File: src/design/bae_pkg.sv
// Package for the button autorepeat event block: sizes, register map,
// reset values and tick scaling. No dependencies.
`timescale 1ns / 1ps

package bae_pkg;

  // Logical buttons scanned per poll (default of the top-level parameter).
  localparam int NumButtonsDef = 14;
  // Width of the button masks carried by a poll item.
  localparam int MaskW = 14;
  // Ticks per millisecond of the system tick.
  localparam int TicksPerMs = 19200;
  // Largest delay in ticks: 65535 ms * 19200 fits in 31 bits.
  localparam int DelayTickW = 31;
  // Most events that one poll may report.
  localparam logic [3:0] ResultLimit = 4'd14;

  // APB register map, byte address 4*index.
  localparam int PaddrW = 4;
  localparam logic [1:0] RegFirstDelay  = 2'd0;
  localparam logic [1:0] RegRepeatIntvl = 2'd1;
  localparam logic [1:0] RegMaxEvents   = 2'd2;

  localparam logic [15:0] FirstDelayRst  = 16'd500;
  localparam logic [15:0] RepeatIntvlRst = 16'd100;
  localparam logic [3:0]  MaxEventsRst   = 4'd14;

  // Scale a delay in milliseconds to ticks.
  function automatic logic [DelayTickW-1:0] ms_to_ticks(input logic [15:0] ms);
    logic [DelayTickW-1:0] prod;
    prod = DelayTickW'(ms) * DelayTickW'(TicksPerMs);
    return prod;
  endfunction

endpackage

File: src/design/bae_intf.sv
// Handshake channels of the button autorepeat event block: the poll input
// and the event output. Depends on bae_pkg for the mask width.
`timescale 1ns / 1ps

interface bae_poll_if;
  logic                     valid;
  logic                     ready;
  logic [bae_pkg::MaskW-1:0] pressed_now;
  logic [bae_pkg::MaskW-1:0] held_now;
  logic [63:0]              tick_now;

  modport source (output valid, output pressed_now, output held_now, output tick_now,
                  input ready);
  modport sink   (input valid, input pressed_now, input held_now, input tick_now,
                  output ready);
endinterface

interface bae_evt_if;
  logic       valid;
  logic       ready;
  logic [3:0] button_event;
  logic       event_valid;
  logic       last;

  modport source (output valid, output button_event, output event_valid, output last,
                  input ready);
  modport sink   (input valid, input button_event, input event_valid, input last,
                  output ready);
endinterface

File: src/design/button_autorepeat_events_top.sv
// Button autorepeat event generator, top level.
// Depends on bae_pkg and the channel interfaces in bae_intf.sv.
`timescale 1ns / 1ps

// One poll item carries the newly-pressed mask, the held mask and the current
// 64-bit tick. The block walks the buttons from index 0 up, one button per
// cycle, through a per-button state memory with one read and one write port
// (hold start tick and repeating flag, registered read data): each cycle it
// reads the next button while it updates and writes back the previous one. A
// new press fires and restarts the timer, a held button fires after
// first_delay_ms and then every repeat_interval_ms (both scaled by 19200
// ticks per ms, elapsed time taken modulo 2^64), a released button has its
// state cleared. Fired buttons below the per-poll cap are collected in a mask
// and then delivered as event items in index order, the final one flagged
// last; a poll that fires nothing yields one item with event_valid low and
// last high. A poll is accepted, then scanned over every button plus the
// registered memory read, then delivered as its items (at least one), which
// a stalled output holds back; the next poll is taken once the previous
// poll's final item sits in the output register. No clearing pass is needed
// after reset: per-entry valid bits make unwritten entries read as zero.
// Registers: 0x0 first_delay_ms, 0x4 repeat_interval_ms, 0x8
// max_events_per_poll (values above 14 act as 14); write them only while no
// poll is in flight.
module button_autorepeat_events_top #(
  parameter int NUM_BUTTONS = bae_pkg::NumButtonsDef
) (
  input  logic                       clk_i,
  input  logic                       rst_ni,
  bae_poll_if.sink                   poll_i,
  bae_evt_if.source                  evt_o,
  input  logic                       psel,
  input  logic                       penable,
  input  logic                       pwrite,
  input  logic [bae_pkg::PaddrW-1:0] paddr,
  input  logic [31:0]                pwdata,
  output logic [31:0]                prdata,
  output logic                       pready
);

  localparam int IW = (NUM_BUTTONS > 1) ? $clog2(NUM_BUTTONS) : 1;
  localparam int EW = 65; // {repeating, hold_start}

  localparam logic [1:0] StIdle = 2'd0;
  localparam logic [1:0] StScan = 2'd1;
  localparam logic [1:0] StEmit = 2'd2;

  // ---------------------------------------------------------------------
  // Configuration registers
  // ---------------------------------------------------------------------
  logic [15:0]                    first_ms_q, rep_ms_q;
  logic [3:0]                     cap_q;
  logic [bae_pkg::DelayTickW-1:0] t_first_q, t_rep_q;
  logic                           cfg_wr;
  logic [1:0]                     cfg_idx;

  assign pready  = 1'b1;
  assign cfg_wr  = psel && penable && pwrite && pready;
  assign cfg_idx = paddr[3:2];

  // Keep the tick-scaled delays next to the ms values so the scan path
  // sees only a subtract and compare.
  always_ff @(posedge clk_i or negedge rst_ni) begin
    if (!rst_ni) begin
      first_ms_q <= bae_pkg::FirstDelayRst;
      rep_ms_q   <= bae_pkg::RepeatIntvlRst;
      cap_q      <= bae_pkg::MaxEventsRst;
      t_first_q  <= bae_pkg::ms_to_ticks(bae_pkg::FirstDelayRst);
      t_rep_q    <= bae_pkg::ms_to_ticks(bae_pkg::RepeatIntvlRst);
    end else if (cfg_wr) begin
      unique case (cfg_idx)
        bae_pkg::RegFirstDelay: begin
          first_ms_q <= pwdata[15:0];
          t_first_q  <= bae_pkg::ms_to_ticks(pwdata[15:0]);
        end
        bae_pkg::RegRepeatIntvl: begin
          rep_ms_q <= pwdata[15:0];
          t_rep_q  <= bae_pkg::ms_to_ticks(pwdata[15:0]);
        end
        bae_pkg::RegMaxEvents: cap_q <= pwdata[3:0];
        default: ;
      endcase
    end
  end

  always_comb begin
    unique case (cfg_idx)
      bae_pkg::RegFirstDelay:  prdata = {16'd0, first_ms_q};
      bae_pkg::RegRepeatIntvl: prdata = {16'd0, rep_ms_q};
      bae_pkg::RegMaxEvents:   prdata = {28'd0, cap_q};
      default:                 prdata = 32'd0;
    endcase
  end

  // ---------------------------------------------------------------------
  // Poll capture and sequencer
  // ---------------------------------------------------------------------
  logic [1:0]             state_q, state_d;
  logic [NUM_BUTTONS-1:0] press_q, held_q;
  logic [63:0]            tick_q;
  logic                   rd_on_q, rd_on_d;
  logic [IW-1:0]          rd_idx_q, rd_idx_d;
  logic                   p_vld_q, p_vld_d;
  logic [IW-1:0]          p_idx_q, p_idx_d;
  logic [3:0]             count_q, count_d;
  logic [NUM_BUTTONS-1:0] emit_q, emit_d;
  logic                   poll_acc;
  logic [63:0]            press_wide, held_wide;

  assign poll_i.ready = (state_q == StIdle);
  assign poll_acc     = poll_i.valid && poll_i.ready;
  assign press_wide   = {{(64 - bae_pkg::MaskW){1'b0}}, poll_i.pressed_now};
  assign held_wide    = {{(64 - bae_pkg::MaskW){1'b0}}, poll_i.held_now};

  // Hold the poll fields for the whole scan.
  always_ff @(posedge clk_i) begin
    if (poll_acc) begin
      press_q <= press_wide[NUM_BUTTONS-1:0];
      held_q  <= held_wide[NUM_BUTTONS-1:0];
      tick_q  <= poll_i.tick_now;
    end
  end

  // ---------------------------------------------------------------------
  // Per-button state memory: read one entry ahead, write back behind
  // ---------------------------------------------------------------------
  logic [EW-1:0]          mem [NUM_BUTTONS];
  logic [EW-1:0]          rdata_q;
  logic [NUM_BUTTONS-1:0] ent_vld_q;
  logic                   rd_en, wr_en;
  logic [EW-1:0]          wdata;

  assign rd_en = (state_q == StScan) && rd_on_q;
  assign wr_en = p_vld_q;

  always_ff @(posedge clk_i) begin
    if (wr_en) mem[p_idx_q] <= wdata;
    if (rd_en) rdata_q <= mem[rd_idx_q];
  end

  // An entry never written since reset reads as zero.
  always_ff @(posedge clk_i or negedge rst_ni) begin
    if (!rst_ni) begin
      ent_vld_q <= '0;
    end else if (wr_en) begin
      ent_vld_q[p_idx_q] <= 1'b1;
    end
  end

  // Update of the entry read last cycle. Reads and writes of one poll never
  // touch the same entry in flight, so no forwarding is needed.
  logic [63:0] hs_cur, elapsed, hs_new;
  logic        rep_cur, rep_new, fire;
  logic [3:0]  cap_eff;

  assign cap_eff = (cap_q > bae_pkg::ResultLimit) ? bae_pkg::ResultLimit : cap_q;

  always_comb begin
    hs_cur  = ent_vld_q[p_idx_q] ? rdata_q[63:0] : 64'd0;
    rep_cur = ent_vld_q[p_idx_q] ? rdata_q[64]   : 1'b0;
    elapsed = tick_q - hs_cur;
    fire    = 1'b0;
    hs_new  = hs_cur;
    rep_new = rep_cur;
    priority if (press_q[p_idx_q]) begin
      fire    = 1'b1;
      hs_new  = tick_q;
      rep_new = 1'b0;
    end else if (held_q[p_idx_q]) begin
      if (!rep_cur) begin
        if (elapsed >= {{(64 - bae_pkg::DelayTickW){1'b0}}, t_first_q}) begin
          fire    = 1'b1;
          rep_new = 1'b1;
          hs_new  = tick_q;
        end
      end else if (elapsed >= {{(64 - bae_pkg::DelayTickW){1'b0}}, t_rep_q}) begin
        fire   = 1'b1;
        hs_new = tick_q;
      end
    end else begin
      hs_new  = 64'd0;
      rep_new = 1'b0;
    end
    wdata = {rep_new, hs_new};
  end

  // ---------------------------------------------------------------------
  // Event delivery: lowest pending button first
  // ---------------------------------------------------------------------
  logic [NUM_BUTTONS-1:0] low_bit, emit_rest;
  logic [3:0]             low_idx;
  logic                   out_vld_q, out_vld_d, out_load;
  logic [3:0]             out_btn_q, out_btn_d;
  logic                   out_ev_q, out_ev_d, out_last_q, out_last_d;

  always_comb begin
    low_bit   = emit_q & (~emit_q + NUM_BUTTONS'(1));
    emit_rest = emit_q & ~low_bit;
    low_idx   = 4'd0;
    for (int i = 0; i < NUM_BUTTONS; i++) begin
      if (low_bit[i]) low_idx = low_idx | 4'(i);
    end
  end

  assign out_load = (state_q == StEmit) && (!out_vld_q || evt_o.ready);

  always_comb begin
    state_d    = state_q;
    rd_on_d    = rd_on_q;
    rd_idx_d   = rd_idx_q;
    p_vld_d    = 1'b0;
    p_idx_d    = p_idx_q;
    count_d    = count_q;
    emit_d     = emit_q;
    out_vld_d  = out_vld_q && !evt_o.ready;
    out_btn_d  = out_btn_q;
    out_ev_d   = out_ev_q;
    out_last_d = out_last_q;
    unique case (state_q)
      StIdle: begin
        if (poll_acc) begin
          rd_on_d  = 1'b1;
          rd_idx_d = '0;
          count_d  = 4'd0;
          emit_d   = '0;
          state_d  = StScan;
        end
      end
      StScan: begin
        if (rd_en) begin
          p_vld_d = 1'b1;
          p_idx_d = rd_idx_q;
          if (rd_idx_q == IW'(NUM_BUTTONS - 1)) rd_on_d = 1'b0;
          else rd_idx_d = rd_idx_q + IW'(1);
        end
        if (p_vld_q) begin
          // Drop events past the cap; state still updates.
          if (fire && (count_q < cap_eff)) begin
            emit_d[p_idx_q] = 1'b1;
            count_d         = count_q + 4'd1;
          end
          if (p_idx_q == IW'(NUM_BUTTONS - 1)) state_d = StEmit;
        end
      end
      StEmit: begin
        if (out_load) begin
          out_vld_d = 1'b1;
          if (emit_q == '0) begin
            out_btn_d  = 4'd0;
            out_ev_d   = 1'b0;
            out_last_d = 1'b1;
            state_d    = StIdle;
          end else begin
            out_btn_d  = low_idx;
            out_ev_d   = 1'b1;
            out_last_d = (emit_rest == '0);
            emit_d     = emit_rest;
            if (emit_rest == '0) state_d = StIdle;
          end
        end
      end
      default: state_d = StIdle;
    endcase
  end

  always_ff @(posedge clk_i or negedge rst_ni) begin
    if (!rst_ni) begin
      state_q   <= StIdle;
      rd_on_q   <= 1'b0;
      rd_idx_q  <= '0;
      p_vld_q   <= 1'b0;
      p_idx_q   <= '0;
      count_q   <= 4'd0;
      emit_q    <= '0;
      out_vld_q <= 1'b0;
    end else begin
      state_q   <= state_d;
      rd_on_q   <= rd_on_d;
      rd_idx_q  <= rd_idx_d;
      p_vld_q   <= p_vld_d;
      p_idx_q   <= p_idx_d;
      count_q   <= count_d;
      emit_q    <= emit_d;
      out_vld_q <= out_vld_d;
    end
  end

  always_ff @(posedge clk_i) begin
    out_btn_q  <= out_btn_d;
    out_ev_q   <= out_ev_d;
    out_last_q <= out_last_d;
  end

  assign evt_o.valid        = out_vld_q;
  assign evt_o.button_event = out_btn_q;
  assign evt_o.event_valid  = out_ev_q;
  assign evt_o.last         = out_last_q;

endmodule

File: src/flat_wrapper.sv
// flat-port wrapper written by rule: the top's interface ports become plain ports
module button_autorepeat_events_top_flat 
#(
  parameter int NUM_BUTTONS = bae_pkg::NumButtonsDef
)
  (clk_i, rst_ni, psel, penable, pwrite, paddr, pwdata, prdata, pready, poll_i_valid, poll_i_pressed_now, poll_i_held_now, poll_i_tick_now, poll_i_ready, evt_o_valid, evt_o_button_event, evt_o_event_valid, evt_o_last, evt_o_ready);
  bae_poll_if poll_i_i ();
  bae_evt_if evt_o_i ();
  input  logic clk_i;
  input  logic rst_ni;
  input  logic psel;
  input  logic penable;
  input  logic pwrite;
  input  logic [bae_pkg::PaddrW-1:0] paddr;
  input  logic [31:0] pwdata;
  output logic [31:0] prdata;
  output logic pready;
  input wire logic [$bits(poll_i_i.valid)-1:0] poll_i_valid;
  input wire logic [$bits(poll_i_i.pressed_now)-1:0] poll_i_pressed_now;
  input wire logic [$bits(poll_i_i.held_now)-1:0] poll_i_held_now;
  input wire logic [$bits(poll_i_i.tick_now)-1:0] poll_i_tick_now;
  output wire logic [$bits(poll_i_i.ready)-1:0] poll_i_ready;
  output wire logic [$bits(evt_o_i.valid)-1:0] evt_o_valid;
  output wire logic [$bits(evt_o_i.button_event)-1:0] evt_o_button_event;
  output wire logic [$bits(evt_o_i.event_valid)-1:0] evt_o_event_valid;
  output wire logic [$bits(evt_o_i.last)-1:0] evt_o_last;
  input wire logic [$bits(evt_o_i.ready)-1:0] evt_o_ready;
  assign poll_i_i.valid = poll_i_valid;
  assign poll_i_i.pressed_now = poll_i_pressed_now;
  assign poll_i_i.held_now = poll_i_held_now;
  assign poll_i_i.tick_now = poll_i_tick_now;
  assign poll_i_ready = poll_i_i.ready;
  assign evt_o_valid = evt_o_i.valid;
  assign evt_o_button_event = evt_o_i.button_event;
  assign evt_o_event_valid = evt_o_i.event_valid;
  assign evt_o_last = evt_o_i.last;
  assign evt_o_i.ready = evt_o_ready;
  button_autorepeat_events_top #(.NUM_BUTTONS(NUM_BUTTONS)) u_core (.clk_i(clk_i), .rst_ni(rst_ni), .poll_i(poll_i_i), .evt_o(evt_o_i), .psel(psel), .penable(penable), .pwrite(pwrite), .paddr(paddr), .pwdata(pwdata), .prdata(prdata), .pready(pready));
endmodule
File: config.mk
export PLATFORM = sky130hd
export DESIGN_NAME = button_autorepeat_events_top_flat
export DESIGN_NICKNAME = d
export VERILOG_FILES = /design/src/design/bae_pkg.sv /design/src/design/bae_intf.sv /design/src/design/button_autorepeat_events_top.sv /design/src/flat_wrapper.sv
export SDC_FILE = /design/constraint.sdc
export NUM_CORES = 2
export LEC_CHECK = 0
export ABC_AREA = 1
export BUFFER_PORTS_ARGS = -buffer_cell sky130_fd_sc_hd__buf_2
export CAP_MARGIN = 25
export CELL_PAD_IN_SITES_DETAIL_PLACEMENT = 0
export CELL_PAD_IN_SITES_GLOBAL_PLACEMENT = 1
export CORE_ASPECT_RATIO = 1.2
export CORE_MARGIN = 2
export CORE_UTILIZATION = 52
export CTS_BUF_LIST = sky130_fd_sc_hd__clkbuf_8
export CTS_CLUSTER_SIZE = 8
export DETAILED_ROUTE_END_ITERATION = 8
export GPL_TIMING_DRIVEN = 0
export PLACE_DENSITY_LB_ADDON = 0.1
export SLEW_MARGIN = 20
export SYNTH_ARGS = -nofsm -noshare
export SYNTH_HDL_FRONTEND = slang
export SYNTH_SLANG_ARGS = --single-unit
File: constraint.sdc
create_clock -name clk_i -period 10.44 [get_ports clk_i]
set_input_delay 1.566 -clock clk_i [delete_from_list [all_inputs] [get_ports clk_i]]
set_output_delay 1.566 -clock clk_i [all_outputs]
set_load 0.1 [all_outputs]
==> Word level (Yosys, flattened, before mapping) <==
Memories as Yosys holds them, arrays and structs flattened. A register that Yosys moved wholly into a read port is not among the register bits.
Cells that the tools add are included.
{ "word_totals": {"out_inout_bits": 41, "word_cells": 150, "input_bits": 135, "reg_bits": 225, "ramBits": 910, "n_memories": 1} }
{ "op_classes": {"bitwise_logic": 6, "reduce_logical": 27, "n_eq_ne": 16, "mul": 1, "n_lt_le_gt_ge": 6, "n_addsub": 4, "muxes": 69} }
{ "memory_table": {"columns": ["memory", "words", "width", "rd", "rd_ports_with_merged_regs", "write_ports", "line", "rtl"], "rows": [
  ["u_core.mem", 14, 65, 1, 1, 1, "button_autorepeat_events_top.sv:126", "logic [EW-1:0] mem [NUM_BUTTONS];"]
]} }
{ "op_table": {"columns": ["cell", "count"], "rows": [
  ["two-way mux 64 bit", 6],
  ["greater-or-equal comparator 64 x 31 -> 1 bit", 2],
  ["two-way mux 14 bit", 5],
  ["subtractor 64 bit", 1],
  ["two-way mux 4 bit", 12],
  ["case mux 16 bit (3 select lines)", 1],
  ["case mux 14 bit (3 select lines)", 1],
  ["bitwise AND 14 bit", 2],
  ["logical NOT 14 bit", 2],
  ["inverter 14 bit", 2],
  ["bitwise OR 14 bit", 2],
  ["two-way mux 1 bit", 24],
  ["multiplier 16 x 7 -> 23 bit (second input constant)", 1],
  ["two-way mux 2 bit", 8],
  ["case mux 4 bit (2 select lines)", 2],
  ["adder 14 x 1 -> 14 bit (second input constant)", 1],
  ["binary-select mux 1 bit (select 4 bit)", 3],
  ["two-way mux 3 bit", 4],
  ["inequality test 2 bit (second input constant)", 6],
  ["AND reduction 4 bit", 3],
  ["AND reduction 2 bit", 5],
  ["adder 4 x 1 -> 4 bit (second input constant)", 2],
  ["equality test 4 bit (second input constant)", 2],
  ["logical AND 1 bit", 8],
  ["18 further kinds", 24]
]} }

==> Depth between registers and ports, before layout <==
{ "depth": {"ltp_word": 16, "ltp_mapped": 44, "ltp_nobuf": 40} }

==> Worst setup path before layout <==
No wires, ideal clock.
{ "synth_timing": {"kind": "reg-to-reg", "startpoint": "register u_core.p_idx_q[3]", "endpoint": "register u_core.ent_vld_q[4]", "stages_incl_launch_ff": 5, "period_less_slack_ns": 7.766, "setup_ns": 0.103, "t_arrival_ns": 7.663, "slack_ns": 2.674, "required_ns": 10.337, "path_buffers": 0, "cell_sequence": "dfrtp_1 > nor2_1 > inv_1 > nor4_1 > or2_2"} }
{ "synth_via": {"elab_chain_len": 5, "elab_cells_between_ends": 6, "cone_classes": "2 x order compare; 2 x mux; 1 x bitwise; 1 x reduce/logical"} }
{ "synth_rtl": {"columns": ["item", "line", "rtl"], "rows": [
  ["from (decl)", "button_autorepeat_events_top.sv:103", "logic [IW-1:0] p_idx_q, p_idx_d;"],
  ["from (signal assigned)", "button_autorepeat_events_top.sv:280", "p_idx_q <= p_idx_d;"],
  ["< comparator 4 x 5 -> 1 bit (implied by the code) / greater-or-equal comparator 4 x 1 -> 1 bit (equally long branches)", "button_autorepeat_events_top.sv:145", "ent_vld_q[p_idx_q] <= 1'b1;"],
  ["logical AND 1 bit (implied by the code)", "button_autorepeat_events_top.sv:145", null],
  ["two-way mux 1 bit (implied by the code)", "button_autorepeat_events_top.sv:145", null],
  ["demux 1 bit (select 4 bit) (*)", null, null],
  ["bitwise OR 14 bit (no source line) (*)", null, null],
  ["to (signal assigned)", "button_autorepeat_events_top.sv:143", "ent_vld_q <= '0;"],
  ["to (signal, indexed assignment)", "button_autorepeat_events_top.sv:145", null],
  ["to (decl)", "button_autorepeat_events_top.sv:128", "logic [NUM_BUTTONS-1:0] ent_vld_q;"]
]} }
Every way passes the cells marked *; elsewhere a longest branch is shown, timed or not.
A chain may end at the register's enable or synchronous reset.

==> Final worst setup path <==
{ "layout_timing": {"startpoint": "register u_core.p_idx_q[1]", "endpoint": "memory u_core.mem[13][27], data pin"} }
{ "layout_via": {"elab_chain_len": 9, "elab_cells_between_ends": 16, "cone_classes": "1 x add/sub; 2 x order compare; 13 x mux"} }
{ "layout_rtl": {"columns": ["item", "line", "rtl"], "rows": [
  ["binary-select mux 1 bit (select 4 bit)", "button_autorepeat_events_top.sv:158, button_autorepeat_events_top.sv:159", null],
  ["two-way mux 1 bit (implied by the code)", "button_autorepeat_events_top.sv:158, button_autorepeat_events_top.sv:159", null],
  ["two-way mux 64 bit", "button_autorepeat_events_top.sv:158", "hs_cur = ent_vld_q[p_idx_q] ? rdata_q[63:0] : 64'd0;"],
  ["subtractor 64 bit", "button_autorepeat_events_top.sv:160", "elapsed = tick_q - hs_cur;"],
  ["greater-or-equal comparator 64 x 31 -> 1 bit, on equally long branches", "button_autorepeat_events_top.sv:170, button_autorepeat_events_top.sv:175", null],
  ["two-way mux 64 bit, on equally long branches", "button_autorepeat_events_top.sv:170, button_autorepeat_events_top.sv:175", null],
  ["two-way mux 64 bit", "button_autorepeat_events_top.sv:169", "if (!rep_cur) begin"],
  ["two-way mux 64 bit", "button_autorepeat_events_top.sv:168", "end else if (held_q[p_idx_q]) begin"],
  ["two-way mux 64 bit (*)", "button_autorepeat_events_top.sv:164", "priority if (press_q[p_idx_q]) begin"],
  ["named net u_core.hs_new[27]", "button_autorepeat_events_top.sv:151", "logic [63:0] hs_cur, elapsed, hs_new;"],
  ["to (decl)", "button_autorepeat_events_top.sv:126", null]
]} }
The timed path passes the listed nets; every way through them passes the cells marked *. The select of a mux whose other input is x is not followed.

==> impl_metrics.json <==
{
  "min_path_type": "reg2reg",
  "rsz0062_at_grt": "false",
  "clock_skew_ps": 28.8,
  "tightest_slew_ps": 1140,
  "grt_util_all_layers": 0.335,
  "clk_pin_slew_worst_paths_ps": 60,
  "pwr-share-seq": 0.321,
  "antenna_found_initial": 18,
  "start_kind": "flip-flop",
  "cp.required_ps": 11000,
  "chipHeight_um": 366,
  "wl_per_cell_um": 24.8,
  "critPathMaxStageDelay_ps": 800,
  "grt.overflow.total": 0,
  "ctsRootBufferMaster": "clkbuf_8",
  "ys_types": 52,
  "drv_cap": 0,
  "setup_violations": 0,
  "yosys.area_share.simple": 0.150,
  "cts.sinks": 1198,
  "p_leak_nw": 26.1,
  "wirelength_um": 189000,
  "cts_made_buffers": 188,
  "net-switching-power_mw": 10.5,
  "r2r_start": "u_core.p_idx_q[1]$_DFFE_PN0P_",
  "dpl.hpwl_um": 142000,
  "crit_type": "reg2reg",
  "finalHoldViolCount": 0,
  "syn2layout_area_growth_pct": 12.9,
  "synthFlopType": "edfxtp_1",
  "worstSkewPairLatency_ps": 930,
  "fmax_mhz": 124,
  "outcome": "complete, no violations",
  "r2r_slack_ps": 2380,
  "crit_start": "u_core.p_idx_q[1]$_DFFE_PN0P_",
  "fp-row-count": 132,
  "io_buffers": 140,
  "clkPwrFrac": 0.166,
  "hp-start": "u_core.first_ms_q[8]$_DFFE_PN1P_",
  "post_cts_buffers": 0,
  "layout.nets": 6404,
  "synth_edf_count": 1073,
  "async_flop_share": 0.104,
  "grt_pass1_wl_um": 273000,
  "grt_pass1_vias": 41900,
  "drc": 0,
  "syn_inst": 5569,
  "start_util": 0.526,
  "drive_gt1_frac": 0.108,
  "ios": 176,
  "synthAdderAreaFrac": 0.0480,
  "synth_compound_area_frac": 0.116,
  "ant_nets": 0,
  "cp_max_fo": 14,
  "cts_tree": "built",
  "fin_crit_sh": 0.772,
  "pwr-share-comb": 0.512,
  "pre_cts_slack_ps": 2470,
  "power.density_mw_per_mm2": 345,
  "syn_avg_cell_area_um2": 10.2,
  "first_pass_iters": 6,
  "power.total_mw": 22.2,
  "fin_crit_ps": 8060,
  "synthesis.area_mm2": 0.0569,
  "yosys_warnings": 0,
  "ys_ff_latch": 1198,
  "die_w_um": 306,
  "synth_top_area_cell": "edfxtp_1",
  "grt_max_degree": 71,
  "cts_hold_buf": 0,
  "slew_headroom": 0.243,
  "synthTopCellsByCount": "1250 x nand2_1, 1073 x edfxtp_1, 627 x nor2_1",
  "synth_mux_area_frac": 0,
  "cts_buffer_depth": 3,
  "routed-via-count": 44000,
  "yosys.area_share.xor_xnor": 0.00723,
  "drv_slew": 0,
  "cts_resized": 0,
  "arrival_ps": 8620,
  "p_sw_frac": 0.475,
  "critPathMostFrequentCell": "nand2_1",
  "synth.most_common_cell": "nand2_1",
  "core_mm2": 0.108,
  "worstSetupEndpointType": "flip-flop",
  "place.gp.congestion": 0.950,
  "fin_setup_tns_ps": 0,
  "htree_num_levels": 4,
  "yosys-top-cells-area": "edfxtp_1 57%, nand2_1 8.2%, o21ai_0 5.3%, dfrtp_1 4.3%, nor2_1 4.1%",
  "intPower_mw": 11.6,
  "vias_per_cell": 5.78,
  "synth_top_family_by_area": "simple AND/OR/NAND/NOR gates",
  "peakVddDrop_mv": 0.185,
  "setup_ws_ps": 2380,
  "drt_iter0_drc": 5553,
  "slowest_stage": "o21ai_1",
  "die_area_mm2": 0.112,
  "yosys.area.top_type_share": 0.566,
  "ys_seq_area_frac": 0.622
}
## registers in the layout (all words and copies together) (netlist names)
signal,cells
u_core.rep_ms_q,16
u_core.emit_q,14
u_core.evt_o.last,1
u_core.rd_idx_q,4
u_core.evt_o.button_event,4
u_core.count_q,4
u_core.cap_q,4
u_core.state_q,2
u_core.mem,910
u_core.t_rep_q,22
u_core.ent_vld_q,14
u_core.evt_o.valid,1
u_core.rd_on_q,1
u_core.first_ms_q,16
u_core.p_vld_q,1
u_core.rdata_q,65
u_core.held_q,14
u_core.evt_o.event_valid,1
u_core.tick_q,64
u_core.p_idx_q,4
u_core.t_first_q,22
u_core.press_q,14
## critical path: cells and delay by family, from the launching register on
kind	cells	cell delay, ps
DFF	1	360
adders and majority gates	2	740
xor gates and xnor gates	1	340
and+or+nand+nor	20	3400
buffers and inverters	7	1580
AOI/OAI and AO/OA	4	1240
## cells in the final DEF (no fill, tap or decap), types with 180 or more instances in the layout
cell type / instances
clkbuf_1: 205
clkbuf_8: 203
nand2_1: 1250
buf_2: 180
ha_1: 180
o21ai_0: 591
a21oi_1: 211
inv_1: 623
edfxtp_1: 1073
nor2_1: 625
## power by group through the flow
stage / Combinational, mW / Sequential, mW / Clock [mW]
finish: 11.4 / 7.12 / 3.69
global route: 12.4 / 7.16 / 3.92
CTS: 11.2 / 7.11 / 3.73
detailed placement: 11.1 / 7.20 / 0
global placement: 10.8 / 7.30 / 0
floorplan: 6.66 / 7.17 / 0
## worst paths after layout
kind	end	depth (start not counted)
max	u_core.mem[13][27]$_DFFE_PP_	34
min	u_core.first_ms_q[8]$_DFFE_PN1P_	2
max reg2reg	u_core.mem[13][27]$_DFFE_PP_	34
min reg2reg	u_core.first_ms_q[8]$_DFFE_PN1P_	2
max in group asynchronous	u_core.t_first_q[13]$_DFFE_PN1P_	2
min in group asynchronous	u_core.rep_ms_q[13]$_DFFE_PN0P_	1
## per-stage QoR
step	utilization	cells	hold WS [ps]	area, um2
floorplan	-	5584	428	57000
global placement	0.549	7131	451	59400
detailed placement	0.563	7281	453	60900
CTS	0.594	7601	464	64300
global route	0.594	7603	475	64300
finish	0.594	7604	465	64300
## final cells by class
class	instances	area, um2
antenna	2	5.00
fill	9355	43900
tap	1407	1760
multi-input combinational	3562	18500
sequential	1198	35400
clock inverter	117	592
inverter	559	2110
buffer	265	1130
timing repair buffer	291	2030
clock buffer	203	2790
## logic make-up after synthesis
group           after synthesis
buf+inv                     824
xor+xnor                     47
fa+ha+maj                   204
compound gates             1149
other cells                   2
flops                      1198
simple gates               2145
## per-layer routing
| metal | wire, um | part of all wire | global-route usage |
|---|---|---|---|
| met1 | 71600 | 0.38 | 0.426 |
| met2 | 91700 | 0.49 | 0.565 |
| met3 | 17400 | 0.092 | 0.0605 |
| met4 | 7950 | 0.042 | 0.140 |
| met5 | 87 | 0.00046 | 0 |
No activity file was read; power rests on OpenSTA's default activity.
